$ cat config.mk
export PLATFORM = sky130hd
export DESIGN_NAME = pdvm_back_flat
export DESIGN_NICKNAME = d
export VERILOG_FILES = /design/src/sv/pdvm_pkg.sv /design/src/sv/pdvm_if.sv /design/src/sv/pdvm_back.sv /design/src/flat_wrapper.sv
export SDC_FILE = /design/constraint.sdc
export NUM_CORES = 1
export LEC_CHECK = 0
export ABC_CLOCK_PERIOD_IN_PS = 14900
export BUFFER_PORTS_ARGS = -buffer_cell sky130_fd_sc_hd__buf_2
export CAP_MARGIN = 5
export CORE_MARGIN = 8
export CORE_UTILIZATION = 50
export CTS_CLUSTER_SIZE = 8
export DETAILED_ROUTE_END_ITERATION = 7
export GPL_TIMING_DRIVEN = 0
export PLACE_DENSITY = 0.75
export SYNTH_ARGS = -nofsm -noshare
export SYNTH_HDL_FRONTEND = slang
export SYNTH_SLANG_ARGS = --single-unit
$ cat constraint.sdc
create_clock -name clk_i -period 14.9 [get_ports clk_i]
set_input_delay 2.235 -clock clk_i [delete_from_list [all_inputs] [get_ports clk_i]]
set_output_delay 2.235 -clock clk_i [all_outputs]
set_load 0.01 [all_outputs]
$ cat src/sv/pdvm_pkg.sv
`default_nettype none

package pdvm_pkg;

  // Field and datapath widths
  localparam int TGT_W    = 19;
  localparam int MEAS_W   = 18;
  localparam int OPEN_W   = 18;
  localparam int DUTY_W   = 17;
  localparam int ERR_W    = 20;  // clamped target minus measured
  localparam int A_W      = 21;  // error offset from the segment start
  localparam int AMAG_W   = 20;
  localparam int DMAG_W   = 17;
  localparam int DENX_W   = 20;  // signed span length before the empty check
  localparam int DEN_W    = 19;  // span length when not empty
  localparam int Y_W      = 18;  // opening limits, sign extended
  localparam int Q_W      = 18;  // quotient bits, top bit flags saturation
  localparam int PROD_W   = 37;
  localparam int SUM_W    = 20;
  localparam int BIT_W    = 5;
  localparam int CNT_W    = 5;
  localparam int PIPE_DEPTH = 3 + Q_W + 3;

  localparam logic signed [TGT_W-1:0]  TARGET_LOW  = -19'sd100000;
  localparam logic signed [TGT_W-1:0]  TARGET_HIGH = 19'sd180000;
  localparam logic signed [OPEN_W-1:0] Q16_ONE     = 18'sd65536;
  localparam logic [Q_W-1:0]           Q_SAT       = 18'h20000;

  // APB register map
  localparam int PADDR_W = 5;
  localparam int PDATA_W = 32;

  typedef enum logic [2:0] {
    REG_DEAD_ZONE,
    REG_POS_SPAN,
    REG_NEG_SPAN,
    REG_OPEN_MIN_NEG,
    REG_OPEN_MAX_NEG,
    REG_OPEN_MIN_POS,
    REG_OPEN_MAX_POS
  } reg_idx_e;

  localparam logic [17:0]        RST_DEAD_ZONE    = 18'd2000;
  localparam logic [17:0]        RST_POS_SPAN     = 18'd30000;
  localparam logic signed [18:0] RST_NEG_SPAN     = -19'sd30000;
  localparam logic signed [16:0] RST_OPEN_MIN_NEG = -17'sd65536;
  localparam logic signed [16:0] RST_OPEN_MAX_NEG = -17'sd62259;
  localparam logic [16:0]        RST_OPEN_MIN_POS = 17'd62259;
  localparam logic [16:0]        RST_OPEN_MAX_POS = 17'd65536;

  typedef struct packed {
    logic [17:0]        dead_zone;
    logic [17:0]        pos_span;
    logic signed [18:0] neg_span;
    logic signed [16:0] open_min_neg;
    logic signed [16:0] open_max_neg;
    logic [16:0]        open_min_pos;
    logic [16:0]        open_max_pos;
  } cfg_t;

  // Word handed through the divider stages
  typedef struct packed {
    logic [PROD_W-1:0]     rem;
    logic [DEN_W-1:0]      den;
    logic [Q_W-1:0]        quo;
    logic                  neg;
    logic                  empty;
    logic signed [Y_W-1:0] y0;
    logic signed [Y_W-1:0] y1;
    logic signed [Y_W-1:0] fb;
  } div_word_t;

endpackage

`default_nettype wire

$ cat src/sv/pdvm_if.sv
`default_nettype none


interface pdvm_out_if;
  logic              valid;
  logic              ready;
  logic signed [17:0] opening;
  logic [16:0]       inflate_duty;
  logic [16:0]       exhaust_duty;

  modport source (output valid, opening, inflate_duty, exhaust_duty, input ready);
  modport sink   (input valid, opening, inflate_duty, exhaust_duty, output ready);
endinterface

`default_nettype wire

$ cat src/sv/pdvm_back.sv
`default_nettype none

// Three stages: offset from y0, clamp to the segment limits, saturate and split.
module pdvm_back import pdvm_pkg::*; (
  input  logic        clk_i,
  input  logic        rst_ni,
  input  logic        valid_i,
  output logic        ready_o,
  input  div_word_t   word_i,
  pdvm_out_if.source  result_o
);

  logic                    b1_vld_q, b1_rdy;
  logic signed [SUM_W-1:0] b1_v_q, b1_v_d;
  logic signed [Y_W-1:0]   b1_y0_q, b1_y1_q;
  logic [Q_W-1:0]          qmag;
  logic signed [SUM_W-1:0] qs;

  logic                    b2_vld_q, b2_rdy;
  logic signed [Y_W-1:0]   b2_v_q, b2_v_d, lo, hi;

  logic                    o_vld_q, o_rdy;
  logic signed [OPEN_W-1:0] op_d, op_q, op_neg;
  logic [DUTY_W-1:0]       inf_q, inf_d, exh_q, exh_d;

  assign ready_o = b1_rdy;
  assign b1_rdy  = !b1_vld_q || b2_rdy;
  assign b2_rdy  = !b2_vld_q || o_rdy;
  assign o_rdy   = !o_vld_q || result_o.ready;

  assign result_o.valid        = o_vld_q;
  assign result_o.opening      = op_q;
  assign result_o.inflate_duty = inf_q;
  assign result_o.exhaust_duty = exh_q;

  always_ff @(posedge clk_i or negedge rst_ni) begin
    if (!rst_ni) begin
      b1_vld_q <= 1'b0;
      b2_vld_q <= 1'b0;
      o_vld_q  <= 1'b0;
    end else begin
      if (b1_rdy) b1_vld_q <= valid_i;
      if (b2_rdy) b2_vld_q <= b1_vld_q;
      if (o_rdy)  o_vld_q  <= b2_vld_q;
    end
  end

  // top quotient bit set: quotient beyond any limit span, pin it
  always_comb begin
    qmag = word_i.quo[Q_W-1] ? Q_SAT : word_i.quo;
    qs   = $signed({{(SUM_W-Q_W){1'b0}}, qmag});
    if (word_i.empty) b1_v_d = SUM_W'(word_i.fb);
    else if (word_i.neg) b1_v_d = SUM_W'(word_i.y0) - qs;
    else                 b1_v_d = SUM_W'(word_i.y0) + qs;
  end

  always_comb begin
    if (b1_y0_q <= b1_y1_q) begin
      lo = b1_y0_q;
      hi = b1_y1_q;
    end else begin
      lo = b1_y1_q;
      hi = b1_y0_q;
    end
    if (b1_v_q < SUM_W'(lo))      b2_v_d = lo;
    else if (b1_v_q > SUM_W'(hi)) b2_v_d = hi;
    else                          b2_v_d = Y_W'(b1_v_q);
  end

  always_comb begin
    if (b2_v_q > Q16_ONE)       op_d = Q16_ONE;
    else if (b2_v_q < -Q16_ONE) op_d = -Q16_ONE;
    else                        op_d = b2_v_q;
    op_neg = -op_d;
    if (op_d > 0) begin
      inf_d = op_d[DUTY_W-1:0];
      exh_d = '0;
    end else begin
      inf_d = '0;
      exh_d = op_neg[DUTY_W-1:0];
    end
  end

  always_ff @(posedge clk_i) begin
    if (b1_rdy && valid_i) begin
      b1_v_q  <= b1_v_d;
      b1_y0_q <= word_i.y0;
      b1_y1_q <= word_i.y1;
    end
    if (b2_rdy && b1_vld_q) b2_v_q <= b2_v_d;
    if (o_rdy && b2_vld_q) begin
      op_q  <= op_d;
      inf_q <= inf_d;
      exh_q <= exh_d;
    end
  end

endmodule

`default_nettype wire

$ cat src/flat_wrapper.sv
// flat-port wrapper written by rule: the top's interface ports become plain ports
module pdvm_back_flat import pdvm_pkg::*;
  (clk_i, rst_ni, valid_i, ready_o, word_i, result_o_valid, result_o_opening, result_o_inflate_duty, result_o_exhaust_duty, result_o_ready);
  pdvm_out_if result_o_i ();
  input  logic clk_i;
  input  logic rst_ni;
  input  logic valid_i;
  output logic ready_o;
  input  div_word_t word_i;
  output wire logic [$bits(result_o_i.valid)-1:0] result_o_valid;
  output wire logic [$bits(result_o_i.opening)-1:0] result_o_opening;
  output wire logic [$bits(result_o_i.inflate_duty)-1:0] result_o_inflate_duty;
  output wire logic [$bits(result_o_i.exhaust_duty)-1:0] result_o_exhaust_duty;
  input wire logic [$bits(result_o_i.ready)-1:0] result_o_ready;
  assign result_o_valid = result_o_i.valid;
  assign result_o_opening = result_o_i.opening;
  assign result_o_inflate_duty = result_o_i.inflate_duty;
  assign result_o_exhaust_duty = result_o_i.exhaust_duty;
  assign result_o_i.ready = result_o_ready;
  pdvm_back u_core (.clk_i(clk_i), .rst_ni(rst_ni), .valid_i(valid_i), .ready_o(ready_o), .word_i(word_i), .result_o(result_o_i));
endmodule
# Yosys cells after proc, flatten, opt, wreduce, memory -nomap -nowiden
# Index checks and enable logic that the tools add are counted.
word_totals:
  inputBits: 134
  output_inout_bits: 54
  ff_bits: 129
  word_cells: 37
classes:
  n_reduce_logical: 9
  magnitude_cmp: 6
  muxes: 9
  n_addsub: 3
op_table:
  columns: ["operator", "count"]
  rows:
  - ["$mux W18", 7]
  - ["$mux W20", 2]
  - ["$add A18 B19 Y20", 1]
  - ["$gt A20 B18 Y1", 1]
  - ["$lt A20 B18 Y1", 1]
  - ["$sub A18 B19 Y20", 1]
  - ["$gt A18 B1 Y1 const B", 1]
  - ["$gt A18 B18 Y1 const B", 1]
  - ["$le A18 B18 Y1", 1]
  - ["$lt A18 B17 Y1 const B", 1]
  - ["$neg A17 Y17", 1]
  - ["$logic_and A1 B1 Y1", 3]
  - ["$logic_not A1 Y1", 3]
  - ["$logic_or A1 B1 Y1", 3]

# Logic depth before layout (Yosys ltp)
# Gate-level depths: netlist (run 1).
depth:
  word_depth: 5
  depth_mapped: 23
  ltp_nobuf: 19

# Worst setup path after synthesis (run 1)
# Ideal clock, no wire load.
synth_path:
  kind: "input port to flip-flop"
  start: "input word_i[73] (netlist name)"
  end: "register u_core.b1_v_q[16], data pin"
  setup_ps: 268
  path_buffers: 2
  path_slack_ps: 9265
  path_stages: 18
  required_ps: 14632
  arrival_time_ps: 5367
  path_cell_list: "clkbuf_1 > clkbuf_1 > nand2b_1 > ha_1 > o21a_1 > o21a_1 > nor2_1 > or3_1 > nand3_1 > ha_1 > nor2b_1 > a41oi_1 > o31ai_1 > o41ai_1 > o21ba_2 > nor2b_1 > xor2_1 > o21ai_0"
synth_between:
  elab_chain_len: 4
  word_cells_on_any_way: 5
  classes_between: "add/sub: 2; mux: 3"
synth_rtl:
  columns: ["element", "line_no", "rtl"]
  rows:
  - ["start: declaration", "flat_wrapper.sv:9", "input div_word_t word_i;"]
  - ["$mux W18 *", "pdvm_back.sv:50", "qmag = word_i.quo[Q_W-1] ? Q_SAT : word_i.quo;"]
  - ["$add A18 B19 Y20 or $sub A18 B19 Y20 (tied branches)", "pdvm_back.sv:54, pdvm_back.sv:53", null]
  - ["$mux W20 *", "pdvm_back.sv:53", "else if (word_i.neg) b1_v_d = SUM_W'(word_i.y0) - qs;"]
  - ["$mux W20 *", "pdvm_back.sv:52", "if (word_i.empty) b1_v_d = SUM_W'(word_i.fb);"]
  - ["via u_core.b1_v_d[16]", "pdvm_back.sv:14", "logic signed [SUM_W-1:0] b1_v_q, b1_v_d;"]
  - ["end signal: assignment", "pdvm_back.sv:86", "b1_v_q <= b1_v_d;"]
  - ["end: declaration", "pdvm_back.sv:14", null]
# The timed path passes the listed nets; every way through them passes the cells marked *.
# A chain may end at the register's enable or synchronous reset.

# Final worst setup path (run 1)
layout_path:
  start: "register u_core.b1_y1_q[17]"
  end: "register u_core.b2_v_q[9], data pin"
layout_between:
  elab_chain_len: 5
  word_cells_on_any_way: 7
  classes_between: "order compare: 3; mux: 4"
layout_rtl:
  columns: ["element", "line_no", "rtl"]
  rows:
  - ["start: declaration", "pdvm_back.sv:15", "logic signed [Y_W-1:0] b1_y0_q, b1_y1_q;"]
  - ["start signal: assignment", "pdvm_back.sv:88", "b1_y1_q <= word_i.y1;"]
  - ["$le A18 B18 Y1", "pdvm_back.sv:58", "if (b1_y0_q <= b1_y1_q) begin"]
  - ["$mux W18", "pdvm_back.sv:58", null]
  - ["$gt A20 B18 Y1", "pdvm_back.sv:66", "else if (b1_v_q > SUM_W'(hi)) b2_v_d = hi;"]
  - ["$mux W18", "pdvm_back.sv:66", null]
  - ["$mux W18 *", "pdvm_back.sv:65", "if (b1_v_q < SUM_W'(lo)) b2_v_d = lo;"]
  - ["via u_core.b2_v_d[9]", "pdvm_back.sv:20", "logic signed [Y_W-1:0] b2_v_q, b2_v_d, lo, hi;"]
  - ["end signal: assignment", "pdvm_back.sv:90", "if (b2_rdy && b1_vld_q) b2_v_q <= b2_v_d;"]
  - ["end: declaration", "pdvm_back.sv:20", null]
# Marked as above.

==> results of run 1 <==
Yosys cell counts (6+ instances only):
master	instances
or3_1	6
a21oi_1	58
inv_1	42
o21a_1	26
nand3_1	8
nand2b_1	12
xor2_1	9
a21o_1	20
nor2_1	86
mux2i_1	18
clkbuf_1	25
nand2_1	57
nor3_1	19
ha_1	78
or2_2	7
nor2b_1	21
o31ai_1	7
o21ai_0	69
buf_2	6
edfxtp_1	126
and2_1	33
nand4_1	12
nand3b_1	6
xnor2_1	21
routing by layer:
layer  vias to the layer above  wire, µm  share of wire
met5                         -         0              0
met4                         0       618          0.031
met3                        44      1290          0.064
met2                       222      9580           0.48
met1                      3016      8560           0.43
li1                       3387         -              -
metrics by stage:
stage	cell area, µm²	hold WS (ps)
finish	10000	498
global route	10000	508
CTS	10000	495
detailed placement	9410	468
global placement	9370	455
floorplan	8440	449
power groups by stage:
stage	sequential, mW	combinational (mW)	clock (mW)
floorplan	0.549	0.326	0
CTS	0.535	0.486	0.440
finish	0.535	0.484	0.433
global placement	0.541	0.469	0
detailed placement	0.543	0.480	0
global route	0.542	0.543	0.454
registers in the layout, summed over array words and instances (netlist names), 17 cells and up:
name / count
u_core.result_o.exhaust_duty: 17
u_core.result_o.inflate_duty: 17
u_core.b1_y1_q: 18
u_core.b1_v_q: 20
u_core.b1_y0_q: 18
u_core.b2_v_q: 18
u_core.result_o.opening: 18
critical path: cells and delay by family, from the launching register on:
family	cells	cell delay [ps]
flops	1	380
buf+inv	5	1470
compound gates	7	1540
mux	2	600
fa+ha+maj	2	650
simple gates	6	1640
cells in the final DEF (no fill, tap or decap), types with 20 or more instances in the layout:
| cell type | synthesis | final |
|---|---|---|
| nand2_1 | 57 | 57 |
| edfxtp_1 | 126 | 126 |
| xnor2_1 | 21 | 21 |
| ha_1 | 78 | 78 |
| a21o_1 | 20 | 20 |
| clkbuf_1 | 25 | 25 |
| and2_1 | 33 | 31 |
| inv_1 | 42 | 42 |
| nor2_1 | 86 | 86 |
| nor2b_1 | 21 | 21 |
| buf_2 | 6 | 135 |
| a21oi_1 | 58 | 58 |
| o21a_1 | 26 | 26 |
| o21ai_0 | 69 | 69 |
cell type report:
type | instances | area (µm²) | area share
buffer | 32 | 131 | 0.0131
clock buffer | 17 | 425 | 0.0424
clock inverter | 15 | 198 | 0.0197
inverter | 42 | 158 | 0.0157
multi-input combinational | 637 | 4300 | 0.429
sequential | 129 | 3860 | 0.385
tap | 220 | 275 | 0.0274
timing repair buffer | 131 | 686 | 0.0684
kinds of logic (layout without fill, tap and decap cells):
| family | Yosys count | in the layout |
|---|---|---|
| AOI/OAI and AO/OA | 216 | 216 |
| xor gates and xnor gates | 30 | 30 |
| muxes | 24 | 24 |
| buffers and inverters | 74 | 237 |
| DFF | 129 | 129 |
| and+or+nand+nor | 288 | 288 |
| adders and majority gates | 79 | 79 |
final timing paths:
path                                         startpoint                     endpoint  slack [ps]  cells after the start
max                        u_core.b1_y1_q[17]$_DFFE_PP_   u_core.b2_v_q[9]$_DFFE_PP_        8360                     22
min                         u_core.b1_vld_q$_DFFE_PN0N_  u_core.b2_vld_q$_DFFE_PN0P_         500                      1
max reg2reg                u_core.b1_y1_q[17]$_DFFE_PP_   u_core.b2_v_q[9]$_DFFE_PP_        8360                     22
min reg2reg                 u_core.b1_vld_q$_DFFE_PN0N_  u_core.b2_vld_q$_DFFE_PN0P_         500                      1
max in group asynchronous                        rst_ni  u_core.b2_vld_q$_DFFE_PN0P_       13190                      1
min in group asynchronous                        rst_ni  u_core.b1_vld_q$_DFFE_PN0N_        1590                      1
==> results.sh, run 1 <==
export IMPL_status="complete, but fails checks"
export IMPL_violations="design-rule violations"
export IMPL_setup_viol=0
export IMPL_power_mw=1.45
export IMPL_use_met3=0.0535
export IMPL_dieArea_um2=21300
export IMPL_cts_sinks=129
export IMPL_drtIter0Drc=280
export IMPL_dp_cells=1191
export IMPL_drv_cap=0
export IMPL_critPathSlowestCell="nor4_2"
export IMPL_grt_pass1_wl_um=32700
export IMPL_synth_top_area_frac=0.448
export IMPL_numPortBuffers=129
export IMPL_pwr_share_seq=0.369
export IMPL_synth_area_leaders="edfxtp_1 (45%), ha_1 (12%), o21ai_0 (4.1%)"
export IMPL_cts_hold_buf=0
export IMPL_antenna_found_initial=0
export IMPL_insertedDiodeCount=0
export IMPL_dp_hpwl_um=16300
export IMPL_leakage_nw=4.25
export IMPL_placementRows=47
export IMPL_htree_levels=4
export IMPL_timing_slew_headroom=0.516
export IMPL_synth_enable_flop_cells=126
export IMPL_synth_fp_nets=1053
export IMPL_cp_required_ps=15060
export IMPL_pre_cts_slack_ps=8250
export IMPL_grt_pass1_vias=6775
export IMPL_synth_largest_area_cell="edfxtp_1"
export IMPL_crit_type="reg2reg"
export IMPL_crit_path_start_kind="register"
export IMPL_clock_root_buffer="clkbuf_16"
export IMPL_p_switching_uw=482
export IMPL_cp_common_cell="clkbuf_1"
export IMPL_drt_total_wl_um=20100
export IMPL_syn_area_per_cell_um2=10.1
export IMPL_cts_buffers=17
export IMPL_wl_per_cell_um=16.4
export IMPL_instances_no_fill=1223
export IMPL_synth_seq_cells=129
export IMPL_rsz0062_at_grt="no"
export IMPL_hold_violations=0
export IMPL_num_fill_cells=1391
export IMPL_drive_gt1_frac=0.191
export IMPL_die_x_um=146
export IMPL_clockBufferDepth=2
export IMPL_area_delta_synth_final_pct=18.8
export IMPL_num_vias=6669
export IMPL_core_region_area_um2=16500
export IMPL_cts_tree="built"
export IMPL_busiest_layer="met2"
export IMPL_tightest_slew_ps=725
export IMPL_synth_compound_area_share=0.159
export IMPL_ir_worst_vdd_mv=0.0674
export IMPL_place_congestion=0.911
export IMPL_ys_seq_area_frac=0.457
export IMPL_fin_util=0.607
export IMPL_track_usage=0.189
export IMPL_groute_layer_met1_usage=0.216
export IMPL_setup_ws_ps=8360
export IMPL_fin_crit_sh=0.439
export IMPL_clkPwrFrac=0.298
export IMPL_switching_share=0.332
export IMPL_ys_types=60
export IMPL_crit_chain="inv_1, ha_1, nand4_2, nor4_2, o31ai_1, a311o_1, nand2_1, buf_2, mux2i_1, ha_1, a21o_1, a21o_1, a21oi_1, nor2_1, nor4bb_1, mux2i_1, clkbuf_1, or2_2, clkbuf_1, clkbuf_1, o21ai_0, o21a_1"
export IMPL_synth_warnings=0
export IMPL_period_needed_ps=6540
export IMPL_power_density_nw_per_um2=145
export IMPL_synthXorXnorAreaFrac=0.0311
export IMPL_floorplan_die_height_um=146
export IMPL_start_util=0.511
export IMPL_met2_usage=0.323
export IMPL_grt_max_degree=47
export IMPL_post_cts_setup_buffers=0
export IMPL_cp_max_fo=10
export IMPL_synthSimpleGateAreaFrac=0.171
export IMPL_yosys_mux_area_fraction=0.0298
export IMPL_fin_setup_tns_ps=0
export IMPL_synthCells=840
export IMPL_io_pin_count=188
export IMPL_async_flop_share=0.0233
export IMPL_first_pass_iters=7
export IMPL_layout_nets=1203
export IMPL_drc=2
export IMPL_critPathArrivalTime_ps=6700
export IMPL_cts_reportedPaths_clkPinSlew_ps=70
export IMPL_intPower_uw=970
export IMPL_synth_flop_cell="edfxtp_1"
export IMPL_combPwrFrac=0.333
export IMPL_grt_overflow_total=0
export IMPL_final_setup_skew_ps=22.2
export IMPL_cpPeakStageDelay_ps=490
export IMPL_maxSlewViolCount=0
export IMPL_clkLatencyLatePin_ps=420
export IMPL_hold_path_class="reg2reg"
export IMPL_crit_path_end_kind="register"
export IMPL_synthAdderAreaFrac=0.118
export IMPL_cts_resized=0
export IMPL_viasPerCell=5.45
export IMPL_ant_nets=0
export IMPL_synth_area_um2=8440
export IMPL_synth_top_family_by_area="simple AND/OR/NAND/NOR gates"
export IMPL_fmax_mhz=153
No activity file was read; power rests on OpenSTA's default activity.
==> inputs of run 2 (changes only) <==
- ABC_CLOCK_PERIOD_IN_PS: 14900 -> 6200
- clock period: 14.9 -> 6.2 ns (I/O delays scaled with it)
==> results.sh, run 2 (synthesis gave the netlist of run 1 again) <==
export IMPL_wl_per_cell_um=16.5
export IMPL_reg2reg_setup_slack_ps=470
export IMPL_cp_max_fo=11
export IMPL_regArea_um2=3860
export IMPL_drt_total_wl_um=20100
export IMPL_io_pin_count=188
export IMPL_crit_path_end_kind="register"
export IMPL_cts_reportedPaths_clkPinSlew_ps=70
export IMPL_hold_violations=0
export IMPL_rsz0062_at_grt="no"
export IMPL_fin_setup_tns_ps=0
export IMPL_drive_gt1_frac=0.195
export IMPL_hold_path_class="in2async"
export IMPL_r2r_cells=21
export IMPL_track_usage=0.189
export IMPL_drv_cap=0
export IMPL_leakage_nw=4.26
export IMPL_setup_viol=0
export IMPL_crit_chain="inv_1, ha_1, a211oi_1, nor2_1, o31ai_1, a311o_1, and2_1, clkbuf_1, nor2_1, a21oi_1, ha_1, a21o_1, a21o_1, a21oi_1, o21ai_0, o31ai_1, and3_1, mux2_2, buf_4, mux2_4, a221oi_2"
export IMPL_layout_nets=1201
export IMPL_crit_type="reg2reg"
export IMPL_die_x_um=146
export IMPL_htree_levels=4
export IMPL_maxSlewViolCount=0
export IMPL_start_util=0.511
export IMPL_clockBufferDepth=2
export IMPL_post_cts_setup_buffers=0
export IMPL_dp_cells=1191
export IMPL_regMostFlops="u_core.b1_v_q"
export IMPL_floorplan_die_height_um=146
export IMPL_dp_hpwl_um=16300
export IMPL_final_setup_skew_ps=20.2
export IMPL_cts_tree="built"
export IMPL_num_fill_cells=1392
export IMPL_clkLatencyLatePin_ps=430
export IMPL_cp_required_ps=6430
export IMPL_cts_hold_buf=0
export IMPL_fin_crit_sh=0.924
export IMPL_placementRows=47
export IMPL_antenna_found_initial=0
export IMPL_grt_pass1_wl_um=32700
export IMPL_critPathSlowestCell="and2_1"
export IMPL_status="complete, no violations"
export IMPL_grt_max_degree=47
export IMPL_crit_path_start_kind="register"
export IMPL_area_delta_synth_final_pct=18.9
export IMPL_fmax_mhz=175
export IMPL_grt_pass1_vias=6775
export IMPL_cts_buffers=17
export IMPL_layout_cells_most_common="buf_2"
export IMPL_ir_worst_vdd_mv=0.164
export IMPL_cts_resized=3
export IMPL_viasPerCell=5.49
export IMPL_timing_slew_headroom=0.514
export IMPL_period_needed_ps=5730
export IMPL_cts_sinks=129
export IMPL_critPathArrivalTime_ps=5960
export IMPL_multiInputGateArea_um2=4310
export IMPL_insertedDiodeCount=0
export IMPL_cpPeakStageDelay_ps=480
export IMPL_r2r_start="u_core.b1_y1_q[3]$_DFFE_PP_"
export IMPL_drc=0
export IMPL_layout_common_cells="buf_2 (134), edfxtp_1 (126), nor2_1 (86)"
export IMPL_clock_root_buffer="clkbuf_16"
export IMPL_num_vias=6708
export IMPL_hold_worst_slack_ps=282
export IMPL_place_congestion=0.911
export IMPL_instances_no_fill=1221
export IMPL_largest_reg_flops=20
export IMPL_core_region_area_um2=16500
export IMPL_tightest_slew_ps=730
export IMPL_numPortBuffers=129
export IMPL_first_pass_iters=5
export IMPL_ant_nets=0
export IMPL_reg2reg_to="u_core.b2_v_q[0]$_DFFE_PP_"
export IMPL_power_density_nw_per_um2=348
export IMPL_grt_overflow_total=0
export IMPL_dieArea_um2=21300
export IMPL_drtIter0Drc=300
[run 2: cell count changes in the layout (fill, tap and decap cells not counted), sizes merged]
cell and delta:
clkbuf -2
[run 2: metal layers]
layer,vias to the layer above,global-route usage,share of wire
li1,3384,-,-
met1,3043,0.216,0.42
met2,236,0.323,0.48
met3,45,0.0535,0.071
met4,0,0.0849,0.028
met5,-,0,0
[run 2: how the worst max path moves through the flow]
stage / slack (ps) / end / startpoint
2_1_floorplan: 1020 / u_core.b2_v_q[10]$_DFFE_PP_ / u_core.b1_y0_q[17]$_DFFE_PP_
3_3_place_gp: -130 / u_core.b2_v_q[7]$_DFFE_PP_ / u_core.b1_y1_q[17]$_DFFE_PP_
3_5_place_dp: -250 / u_core.b2_v_q[6]$_DFFE_PP_ / u_core.b1_y1_q[17]$_DFFE_PP_
4_1_cts: 50 / u_core.b2_v_q[9]$_DFFE_PP_ / u_core.b1_y1_q[17]$_DFFE_PP_
5_1_grt: 150 / u_core.b2_v_q[9]$_DFFE_PP_ / u_core.b1_y0_q[17]$_DFFE_PP_
6_report: 470 / u_core.b2_v_q[0]$_DFFE_PP_ / u_core.b1_y1_q[3]$_DFFE_PP_
[run 2: power by group]
part / total (mW) / internal, mW / switching [mW] / leakage, nW
Combinational: 1.16 / 0.492 / 0.673 / 2.70
Clock: 1.04 / 0.646 / 0.398 / 0.300
Sequential: 1.29 / 1.19 / 0.0925 / 1.26
Total: 3.50 / 2.33 / 1.16 / 4.26
[run 2: cell type report]
| class | instances | area share |
|---|---|---|
| multi-input combinational | 637 | 0.429 |
| sequential | 129 | 0.384 |
| timing repair buffer | 131 | 0.0683 |
| clock buffer | 17 | 0.0424 |
| tap | 220 | 0.0274 |
| clock inverter | 15 | 0.0197 |
| inverter | 42 | 0.0157 |
| buffer | 30 | 0.0128 |
[run 2: metrics by stage]
step / power (mW) / instance area [µm²] / setup slack (ps) / util
global route: 3.70 / 10000 / 154 / 0.608
finish: 3.50 / 10000 / 472 / 0.608
detailed placement: 2.46 / 9410 / -248 / 0.569
CTS: 3.51 / 10000 / 47.2 / 0.607
global placement: 2.43 / 9370 / -129 / 0.567
floorplan: 2.10 / 8440 / 1020 / -
[run 2: critical path, delay by kind of cell (launching register included)]
family                     cells  cell delay [ps]
muxes                          2              630
buffers and inverters          3              690
AOI/OAI and AO/OA             10             2400
and+or+nand+nor                4              840
DFF                            1              410
adders and majority gates      2              550
==> inputs of run 3 (changes only) <==
- CORE_UTILIZATION: 50 -> 25
- PLACE_DENSITY: 0.75 -> default
==> results.sh, run 3 (synthesis gave the netlist of run 1 again) <==
export IMPL_status="complete, no violations"
export IMPL_hold_violations=0
export IMPL_crit_path_end_kind="register"
export IMPL_drtIter0Drc=407
export IMPL_pre_cts_slack_ps=-124
export IMPL_core_region_area_um2=33400
export IMPL_area_delta_synth_final_pct=22.1
export IMPL_multiInputGateArea_um2=4300
export IMPL_num_fill_cells=3542
export IMPL_met2_usage=0.172
export IMPL_ant_nets=0
export IMPL_clockBufferDepth=2
export IMPL_power_density_nw_per_um2=340
export IMPL_die_x_um=200
export IMPL_viasPerCell=4.57
export IMPL_dp_hpwl_um=18600
export IMPL_crit_type="reg2reg"
export IMPL_clkLatencyLatePin_ps=420
export IMPL_hold_path_class="in2async"
export IMPL_setup_ws_ps=540
export IMPL_final_setup_skew_ps=7.28
export IMPL_cp_max_fo=10
export IMPL_insertedDiodeCount=0
export IMPL_regArea_um2=3860
export IMPL_placementRows=67
export IMPL_cts_tree="built"
export IMPL_drt_total_wl_um=22400
export IMPL_busiest_layer="met2"
export IMPL_layout_nets=1201
export IMPL_numPortBuffers=129
export IMPL_period_needed_ps=5660
export IMPL_first_pass_iters=5
export IMPL_maxSlewViolCount=0
export IMPL_regMostFlops="u_core.b1_v_q"
export IMPL_io_pin_count=188
export IMPL_drc=0
export IMPL_largest_reg_flops=20
export IMPL_layout_cells_most_common="buf_2"
export IMPL_use_met3=0.0250
export IMPL_drv_cap=0
export IMPL_grt_pass1_wl_um=34800
export IMPL_fmax_mhz=177
export IMPL_timing_slew_headroom=0.493
export IMPL_ir_worst_vdd_mv=0.138
export IMPL_setup_viol=0
export IMPL_dieArea_um2=39900
export IMPL_groute_layer_met1_usage=0.155
export IMPL_tightest_slew_ps=760
export IMPL_start_util=0.253
export IMPL_rsz0062_at_grt="no"
export IMPL_power_mw=3.51
export IMPL_wl_per_cell_um=15.5
export IMPL_floorplan_die_height_um=200
export IMPL_leakage_nw=4.25
export IMPL_clock_root_buffer="clkbuf_16"
export IMPL_grt_max_degree=46
export IMPL_htree_levels=4
export IMPL_fin_crit_sh=0.913
export IMPL_critPathArrivalTime_ps=5830
export IMPL_cts_hold_buf=0
export IMPL_cts_buffers=17
export IMPL_cp_required_ps=6370
export IMPL_cts_sinks=129
export IMPL_grt_overflow_total=0
export IMPL_num_vias=6623
export IMPL_drive_gt1_frac=0.195
export IMPL_crit_path_start_kind="register"
export IMPL_antenna_found_initial=0
export IMPL_track_usage=0.111
export IMPL_cts_reportedPaths_clkPinSlew_ps=60
export IMPL_place_congestion=0.867
export IMPL_grt_pass1_vias=6548
export IMPL_reg2reg_setup_slack_ps=540
export IMPL_layout_common_cells="buf_2 (134), edfxtp_1 (126), nor2_1 (86)"
run 3: cell count changes in the layout (fill, tap and decap cells not counted), sizes merged:
| cell | before | now |
|---|---|---|
| clkbuf | 40 | 41 |
| clkinvlp | 2 | 1 |
| clkinv | 2 | 4 |
| buf | 138 | 137 |
| inv | 50 | 49 |
run 3: worst paths after layout:
check	startpoint	to	cells past startpoint
max	u_core.b1_y1_q[17]$_DFFE_PP_	u_core.b2_v_q[10]$_DFFE_PP_	21
min reg2reg	u_core.b1_vld_q$_DFFE_PN0N_	u_core.b2_vld_q$_DFFE_PN0P_	1
max reg2reg	u_core.b1_y1_q[17]$_DFFE_PP_	u_core.b2_v_q[10]$_DFFE_PP_	21
min	rst_ni	u_core.b1_vld_q$_DFFE_PN0N_	1
max in group asynchronous	rst_ni	u_core.b2_vld_q$_DFFE_PN0P_	1
min in group clk_i	u_core.b1_vld_q$_DFFE_PN0N_	u_core.b2_vld_q$_DFFE_PN0P_	1
run 3: per-layer routing:
layer,vias to the layer above,part of all wire
met2,191,0.43
met5,-,0
li1,3380,-
met3,20,0.065
met4,0,0.012
met1,3032,0.50
run 3: report_power, final:
part / internal [mW] / switching (mW) / total [mW]
Combinational: 0.493 / 0.678 / 1.17
Clock: 0.645 / 0.403 / 1.05
Sequential: 1.19 / 0.0944 / 1.29
Total: 2.33 / 1.18 / 3.51
run 3: cell type report:
class,count,share of cell area
well taps,448,0.0543
plain buffers,30,0.0125
clock buffers,17,0.0412
clock inverters,15,0.0189
multi-input cells,637,0.417
flip-flops and latches,129,0.374
repair buffers,131,0.0665
inverters,42,0.0153
run 3: timing repair:
action / 4_1_cts / 5_1_grt
resized for setup: 1 / 5
setup endpoints to repair: 10 / 16
pin swaps: 0 / 0
buffers inserted: 0 / 0
run 3: critical path: stages (launching register included):
cell	delay, ps
edfxtp_1	380
inv_1	70
ha_1	360
nand4_2	180
nor4_2	410
o31ai_1	170
a311o_1	440
nand2_2	270
clkbuf_4	330
mux2i_1	290
ha_1	290
a21o_1	190
a21o_1	170
a21oi_1	150
nor2_1	60
nor4bb_1	330
mux2i_1	290
clkbuf_2	250
or2_2	230
clkbuf_2	220
o21ai_0	130
o21a_1	190
run 3: per-stage QoR:
stage	std cells	hold WS (ps)	util	setup TNS (ps)	instance area (µm²)
2_1_floorplan	840	449	-	0	8440
3_3_place_gp	1417	460	0.289	-1110	9650
3_5_place_dp	1419	473	0.291	-1140	9690
4_1_cts	1451	280	0.309	0	10300
5_1_grt	1449	287	0.309	0	10300
6_report	1449	296	0.309	0	10300
